<file path="config.mk">
export PLATFORM = sky130hd
export DESIGN_NAME = packet_frame_byte_stuffer_top
export DESIGN_NICKNAME = d
export VERILOG_FILES = /design/src/design/pfbs_pkg.sv /design/src/design/packet_frame_byte_stuffer_top.sv /design/src/design/pfbs_front.sv /design/src/design/pfbs_queue.sv /design/src/design/pfbs_back.sv
export SDC_FILE = /design/constraint.sdc
export NUM_CORES = 1
export LEC_CHECK = 0
export ABC_CLOCK_PERIOD_IN_PS = 4170
export BUFFER_PORTS_ARGS = -buffer_cell sky130_fd_sc_hd__buf_2
export CORE_UTILIZATION = 50
export CTS_CLUSTER_DIAMETER = 60
export CTS_CLUSTER_SIZE = 12
export DETAILED_ROUTE_END_ITERATION = 7
export HOLD_SLACK_MARGIN = 0.06
export PLACE_DENSITY = 0.75
export REMOVE_ABC_BUFFERS = 1
export SYNTH_ARGS = -nofsm -noshare
export SYNTH_HDL_FRONTEND = slang
export SYNTH_SLANG_ARGS = --single-unit
export TNS_END_PERCENT = 10
</file>
<file path="constraint.sdc">
create_clock -name clock -period 4.17 [get_ports clock]
set_input_delay 0.6255 -clock clock [delete_from_list [all_inputs] [get_ports clock]]
set_output_delay 0.6255 -clock clock [all_outputs]
set_load 0.05 [all_outputs]
</file>
<file path="src/design/pfbs_pkg.sv">
// ---------------------------------------------------------------------------
// pfbs_pkg
// Types and constants shared by the byte stuffing packet framer.
// ---------------------------------------------------------------------------
package pfbs_pkg;

   localparam logic [7:0] ESC_BYTE  = 8'hFE;
   localparam logic [7:0] ESC_NL    = 8'hFD;
   localparam logic [7:0] ESC_ESC   = 8'hFC;
   localparam logic [7:0] NL_BYTE   = 8'h0A;
   localparam logic [5:0] PREAMBLE  = 6'h3E;
   localparam logic [1:0] HLEN_BITS = 2'b10;  // bits 5..4 of header byte 1 (0x20)

   localparam int DESC_BYTES  = 6;
   localparam int DESC_IDX_W  = 3;
   localparam int Q_DEPTH     = 2;
   localparam int Q_PTR_W     = 1;
   localparam int Q_CNT_W     = 2;

   typedef enum logic [1:0] {
      OP_HEADER  = 2'd0,
      OP_PAYLOAD = 2'd1,
      OP_TRAILER = 2'd2,
      OP_UNUSED  = 2'd3
   } op_type;

   typedef struct packed {
      op_type      operation;
      logic [1:0]  priority_req;
      logic [1:0]  flag_bits;
      logic [3:0]  hop_limit;
      logic [7:0]  source_address;
      logic [7:0]  dest_address;
      logic [7:0]  source_port;
      logic [7:0]  dest_port;
      logic [7:0]  payload_byte;
      logic [31:0] check_word;
   } req_type;

   typedef struct packed {
      logic [7:0] out_byte;
      logic       last_of_run;
      logic       frame_end;
   } rsp_type;

   // one classified item: raw bytes to stuff, their count, and the closing newline
   typedef struct packed {
      logic [DESC_BYTES-1:0][7:0] bytes;
      logic [DESC_IDX_W-1:0]      count;
      logic                       has_nl;
   } desc_type;

   typedef struct packed {
      logic     push;
      desc_type desc;
   } qwr_type;

   typedef struct packed {
      logic     valid;
      desc_type desc;
   } qrd_type;

endpackage

</file>
<file path="src/design/packet_frame_byte_stuffer_top.sv">
// ---------------------------------------------------------------------------
// packet_frame_byte_stuffer_top
// Transmit framer: header, payload and crc trailer items to stuffed bytes.
// ---------------------------------------------------------------------------
// an item's first byte reaches rsp through the descriptor queue, then the output register
// throughput: one output byte per cycle while rsp is not stalled, set by the single output register;
//   an item makes 1 to 11 bytes
// a two-entry descriptor queue lets new items enter while bytes drain
// reset (synchronous, active high) empties the queue and the output register
// ---------------------------------------------------------------------------
module packet_frame_byte_stuffer_top
   import pfbs_pkg::*;
(
   input  logic    clock,
   input  logic    reset,
   // request channel
   input  logic    req_valid,
   output logic    req_stall,
   input  req_type req_data,
   // response channel
   output logic    rsp_valid,
   input  logic    rsp_stall,
   output rsp_type rsp_data
);

   qwr_type q_wr;     // front to queue: push and descriptor
   qrd_type q_rd;     // queue head seen by the back part
   logic    q_full;
   logic    q_pop;    // back part finished the head descriptor

   // front: classify each request transfer into raw bytes
   pfbs_front u_front (
      .req_valid (req_valid),
      .req_stall (req_stall),
      .req_data  (req_data),
      .q_full    (q_full),
      .q_wr      (q_wr)
   );

   // decoupling queue
   pfbs_queue u_queue (
      .clock  (clock),
      .reset  (reset),
      .q_wr   (q_wr),
      .q_full (q_full),
      .q_rd   (q_rd),
      .q_pop  (q_pop)
   );

   // back: stuff and send one byte per response transfer
   pfbs_back u_back (
      .clock     (clock),
      .reset     (reset),
      .q_rd      (q_rd),
      .q_pop     (q_pop),
      .rsp_valid (rsp_valid),
      .rsp_stall (rsp_stall),
      .rsp_data  (rsp_data)
   );

endmodule

</file>
<file path="src/design/pfbs_front.sv">
// ---------------------------------------------------------------------------
// pfbs_front
// Accepts request transfers and builds a raw byte descriptor for each, dropping unused codes.
// ---------------------------------------------------------------------------
module pfbs_front
   import pfbs_pkg::*;
(
   input  logic    req_valid,
   output logic    req_stall,
   input  req_type req_data,
   input  logic    q_full,
   output qwr_type q_wr
);

   desc_type desc;

   always_comb begin
      desc       = '0;
      q_wr.push  = 1'b0;
      case (req_data.operation)
         OP_HEADER: begin
            desc.bytes[0] = {req_data.priority_req, PREAMBLE};
            desc.bytes[1] = {req_data.flag_bits, HLEN_BITS, req_data.hop_limit};
            desc.bytes[2] = req_data.source_address;
            desc.bytes[3] = req_data.dest_address;
            desc.bytes[4] = req_data.source_port;
            desc.bytes[5] = req_data.dest_port;
            desc.count    = DESC_IDX_W'(6);
            q_wr.push     = req_valid && !q_full;
         end
         OP_PAYLOAD: begin
            desc.bytes[0] = req_data.payload_byte;
            desc.count    = DESC_IDX_W'(1);
            q_wr.push     = req_valid && !q_full;
         end
         OP_TRAILER: begin
            // crc goes out low byte first
            desc.bytes[0] = req_data.check_word[7:0];
            desc.bytes[1] = req_data.check_word[15:8];
            desc.bytes[2] = req_data.check_word[23:16];
            desc.bytes[3] = req_data.check_word[31:24];
            desc.count    = DESC_IDX_W'(4);
            desc.has_nl   = 1'b1;
            q_wr.push     = req_valid && !q_full;
         end
         default: begin
            // unused code: accepted and dropped
            q_wr.push = 1'b0;
         end
      endcase
      q_wr.desc = desc;
   end

   assign req_stall = q_full;

endmodule

</file>
<file path="src/design/pfbs_queue.sv">
// ---------------------------------------------------------------------------
// pfbs_queue
// Short descriptor queue between the front and back parts.
// ---------------------------------------------------------------------------
module pfbs_queue
   import pfbs_pkg::*;
(
   input  logic    clock,
   input  logic    reset,
   input  qwr_type q_wr,
   output logic    q_full,
   output qrd_type q_rd,
   input  logic    q_pop
);

   desc_type             mem_ff [Q_DEPTH];
   logic [Q_PTR_W-1:0]   wr_ptr_ff, wr_ptr_in;
   logic [Q_PTR_W-1:0]   rd_ptr_ff, rd_ptr_in;
   logic [Q_CNT_W-1:0]   cnt_ff, cnt_in;
   logic                 do_pop;

   assign q_full     = (cnt_ff == Q_CNT_W'(Q_DEPTH));
   assign q_rd.valid = (cnt_ff != '0);
   assign q_rd.desc  = mem_ff[rd_ptr_ff];
   assign do_pop     = q_pop && q_rd.valid;

   always_comb begin
      wr_ptr_in = q_wr.push ? wr_ptr_ff + 1'b1 : wr_ptr_ff;
      rd_ptr_in = do_pop ? rd_ptr_ff + 1'b1 : rd_ptr_ff;
      cnt_in    = cnt_ff;
      if (q_wr.push && !do_pop) begin
         cnt_in = cnt_ff + 1'b1;
      end else if (!q_wr.push && do_pop) begin
         cnt_in = cnt_ff - 1'b1;
      end
   end

   always_ff @(posedge clock) begin
      if (reset) begin
         wr_ptr_ff <= '0;
         rd_ptr_ff <= '0;
         cnt_ff    <= '0;
      end else begin
         wr_ptr_ff <= wr_ptr_in;
         rd_ptr_ff <= rd_ptr_in;
         cnt_ff    <= cnt_in;
      end
   end

   always_ff @(posedge clock) begin
      if (q_wr.push) begin
         mem_ff[wr_ptr_ff] <= q_wr.desc;
      end
   end

endmodule

</file>
<file path="src/design/pfbs_back.sv">
// ---------------------------------------------------------------------------
// pfbs_back
// Walks a descriptor byte by byte, stuffs it and drives the output register.
// ---------------------------------------------------------------------------
module pfbs_back
   import pfbs_pkg::*;
(
   input  logic    clock,
   input  logic    reset,
   input  qrd_type q_rd,
   output logic    q_pop,
   output logic    rsp_valid,
   input  logic    rsp_stall,
   output rsp_type rsp_data
);

   logic [DESC_IDX_W-1:0] idx_ff, idx_in;
   logic                  esc_ff, esc_in;
   logic                  rsp_valid_ff, rsp_valid_in;
   rsp_type               rsp_data_ff, rsp_data_in;
   logic                  load;
   logic                  is_last_byte;
   logic [7:0]            cur;

   assign load         = !rsp_valid_ff || !rsp_stall;
   assign cur          = q_rd.desc.bytes[idx_ff];
   assign is_last_byte = (idx_ff == q_rd.desc.count - 1'b1) && !q_rd.desc.has_nl;

   always_comb begin
      idx_in       = idx_ff;
      esc_in       = esc_ff;
      q_pop        = 1'b0;
      rsp_valid_in = rsp_valid_ff && rsp_stall;
      rsp_data_in  = rsp_data_ff;
      if (load && q_rd.valid) begin
         rsp_valid_in = 1'b1;
         rsp_data_in  = '0;
         if (idx_ff == q_rd.desc.count) begin
            // closing newline, never stuffed
            rsp_data_in.out_byte    = NL_BYTE;
            rsp_data_in.last_of_run = 1'b1;
            rsp_data_in.frame_end   = 1'b1;
            idx_in                  = '0;
            q_pop                   = 1'b1;
         end else if (esc_ff) begin
            rsp_data_in.out_byte    = (cur == NL_BYTE) ? ESC_NL : ESC_ESC;
            rsp_data_in.last_of_run = is_last_byte;
            esc_in                  = 1'b0;
            idx_in                  = is_last_byte ? '0 : idx_ff + 1'b1;
            q_pop                   = is_last_byte;
         end else if (cur == NL_BYTE || cur == ESC_BYTE) begin
            rsp_data_in.out_byte = ESC_BYTE;
            esc_in               = 1'b1;
         end else begin
            rsp_data_in.out_byte    = cur;
            rsp_data_in.last_of_run = is_last_byte;
            idx_in                  = is_last_byte ? '0 : idx_ff + 1'b1;
            q_pop                   = is_last_byte;
         end
      end
   end

   always_ff @(posedge clock) begin
      if (reset) begin
         idx_ff       <= '0;
         esc_ff       <= 1'b0;
         rsp_valid_ff <= 1'b0;
      end else begin
         idx_ff       <= idx_in;
         esc_ff       <= esc_in;
         rsp_valid_ff <= rsp_valid_in;
      end
   end

   always_ff @(posedge clock) begin
      rsp_data_ff <= rsp_data_in;
   end

   assign rsp_valid = rsp_valid_ff;
   assign rsp_data  = rsp_data_ff;

endmodule

</file>
==> summary.md <==
| Metric | Value |
|---|---|
| Slew Limit Fails | `0` |
| LEAKAGE | `2.65 nW` |
| Die area | `0.0116 mm2` |
| Worst Hold Class | `primary input to flip-flop` |
| CP Class | `flip-flop to flip-flop` |
| Vias in the first global route | `3,526` |
| Fin Clk Skew | `0.00585 ns` |
| Via count | `roughly 3.4k` |
| Final WS setup | `approximately 0.72 ns` |
| Initial core utilization | `0.514` |
| Req. time, crit path | `4.62 ns` |
| CP max FO | `14` |
| Synth top area share | `0.615` |
| Setup Fix Bufs, Post-CTS | `0` |
| Final nets | `558` |
| Unrepaired setup endpoints after global routing | `no` |
| Initial antenna violation count | `0` |
| Footprint of the multi-input gates | `0.00181 mm2` |
| Max Clk Rate | `0.290 GHz` |
| Main synth FF type | `edfxtp_1` |
| VDD IR max | `0.512 mV` |
| Ys async rst share | `0` |
| Ranking of synthesized cells by area | `edfxtp_1 (61%), mux4_2 (6.9%), mux2i_1 (6.3%), dfxtp_1 (3.6%), nor2_1 (2.6%)` |
| Row count | `38` |
| Period Utilization, post-route | `0.828` |
| Max_cap viols | `0` |
| Gate Count Post-Synth | `364` |
| Largest net degree at the start of global routing | `29` |
| Hpwl dp | `about 7.7 mm` |
| Sequential area share after synthesis | `0.650` |
| Worst-skew pair later-pin latency | `around 0.52 ns` |
| Worst Tran Pin Value | `~1.1 ns` |
| Area Overhead vs Synth | `22.0%` |
| Clock Tree Buf Depth | `2` |
| Min cycle time layout | `3.45 ns` |
| Share of layout cells above drive strength 1 | `0.333` |
| Clock sink total | `124` |
| Status | `complete, no violations` |
| CP Data Arrival Time | `~3.9 ns` |
| Startpoint types | `flip-flop` |
| Dominant cell type by area after synthesis | `edfxtp_1` |
| Seq. cell area | `0.00362 mm2` |
| Reg clk slew, reported paths | `0.05 ns` |
| # setup viols final | `0` |
| FILL cells | `820` |
| Residual DRC | `0` |
| Die width | `108 um` |
| DR iter-0 viols | `203` |
| Final GP Congestion | `between 0.8 and 0.9` |
| Syn_area_per_cell | `~15 um2` |
| Drt pass-1 iters | `4` |
| DRT Wirelength | `11.4 mm` |
| Yosys reg bits | `124` |
| Ports | `98` |
| Syn. warnings | `0` |
| Root buf cell | `clkbuf_8` |
| Dpl ws | `0.761 ns` |
| Rel. slew slack | `0.296` |
| Drt via density | `5.54` |
| Number of synthesized flops with an enable pin | `114` |
| Die Height | `108 um` |
| First-pass GRT wire length | `17.7 mm` |
| Distinct cell type count after synthesis | `48` |
| Antenna cells | `0` |
| Num CTS Buffers | `17` |
| Setup TNS | `0 ns` |
| Power Dens Cells | `about 650 mW/mm2` |
| GRT overflow | `0` |
| CTS HTree Levels | `4` |
| Final-report hold violation count | `0` |
| Total Routing Usage GR | `0.215` |
| Post-CTS Hold Fix Bufs | `0` |
| Antenna-violating nets left | `0` |
| Post-Syn Area | `around 0.0056 mm2` |
| CTS tree | `built` |
| Core Region | `0.0108 mm2` |
| CP endpoint kind | `flip-flop` |
| Resize count post-CTS | `0` |
| Wire per inst | `18.3 um` |
| # port buffers | `97` |
-- per-stage QoR --
| step | area [um2] | power, W | util | hold WS (ns) | std cells |
|---|---|---|---|---|---|
| after floorplan | 5450 | 0.00261 | - | 0.471 | 343 |
| after global placement | 6190 | 0.00291 | 0.571 | 0.479 | 590 |
| after detailed placement | 6190 | 0.00295 | 0.571 | 0.482 | 590 |
| after CTS | 6800 | 0.00446 | 0.627 | 0.360 | 621 |
| after global routing | 6800 | 0.00462 | 0.627 | 0.371 | 621 |
| final | 6800 | 0.00443 | 0.627 | 0.373 | 621 |
-- registers in the layout, indices dropped and copies added, names as in the netlist, named ones only --
register and flops:
u_queue.wr_ptr_ff 1, u_queue.rd_ptr_ff 1, u_queue.cnt_ff 2, u_back.idx_ff 3
u_queue.mem_ff 104, u_back.esc_ff 1, u_back.rsp_valid 1, u_back.rsp_data 10
-- logic make-up (layout without fill, tap and decap cells) --
group                      Yosys count  in the layout  share of synthesized area
and+or+nand+nor                     99             99                     0.0925
xor gates and xnor gates             8              8                     0.0126
AOI/OAI and AO/OA                   45             45                     0.0573
adders and majority gates            3              3                    0.00674
muxes                               58             58                      0.155
buffers and inverters               27            144                     0.0258
DFF                                124            124                      0.650
-- routing by layer --
| metal | global-route usage | vias to the layer above | share of wire |
|---|---|---|---|
| met1 | 0.264 | 1663 | 0.41 |
| met2 | 0.354 | 144 | 0.50 |
| li1 | - | 1611 | - |
| met4 | 0.0920 | 0 | 0.022 |
| met5 | 0 | - | 0 |
| met3 | 0.0617 | 20 | 0.071 |
-- power breakdown --
part           total (W)  internal, W  switching [W]
Clock            0.00150      0.00102       0.000482
Combinational    0.00119     0.000448       0.000743
Sequential       0.00174      0.00164      0.0000945
-- cells in the final DEF, fill, tap and decap left out, types with 6 or more instances in the layout --
cell type and count:
a21oi_1 9, dfxtp_1 9, buf_2 97, o21ai_0 6, clkbuf_16 16, nor2b_1 6, mux2i_1 35, mux4_2 17
nand2_1 20, nor2_1 38, edfxtp_1 114, inv_1 6, buf_4 10, and2_1 18
-- worst max-delay path: stages, from the launching register on --
cell	delay, ns
dfxtp_2	0.61
buf_4	0.35
mux4_2	0.57
a22oi_1	0.20
nand2_1	0.15
nor4_4	0.36
o211a_1	0.23
nand3b_4	0.16
ha_1	0.27
or3_1	0.35
a21oi_1	0.14
-- layout make-up --
cell class,count,share of cell area
flip-flops and latches,124,0.533
inverters,6,0.00331
clock buffers,22,0.0637
well taps,140,0.0258
multi-input cells,213,0.267
clock inverters,9,0.0249
repair buffers,107,0.0825
-- path summary, 6_finish.rpt --
kind	start	to	slack [ns]	depth (start not counted)
max	flip-flop	u_queue.cnt_ff[1]	0.72	10
max reg2reg	flip-flop	u_queue.cnt_ff[1]	0.72	10
min	rsp_stall	u_back.rsp_valid	0.37	3
min reg2reg	u_back.rsp_valid	u_back.rsp_valid	0.48	2
-- Yosys cell counts (5+ instances only) --
| library cell | count |
|---|---|
| o21ai_0 | 6 |
| a2bb2oi_1 | 5 |
| mux4_2 | 17 |
| nor2_1 | 38 |
| dfxtp_1 | 10 |
| clkbuf_1 | 12 |
| nor2b_1 | 7 |
| a22oi_1 | 5 |
| inv_1 | 6 |
| nand2_1 | 20 |
| and2_1 | 19 |
| a21oi_1 | 9 |
| edfxtp_1 | 114 |
| mux2i_1 | 35 |
Power figures use the tool's default switching activity.
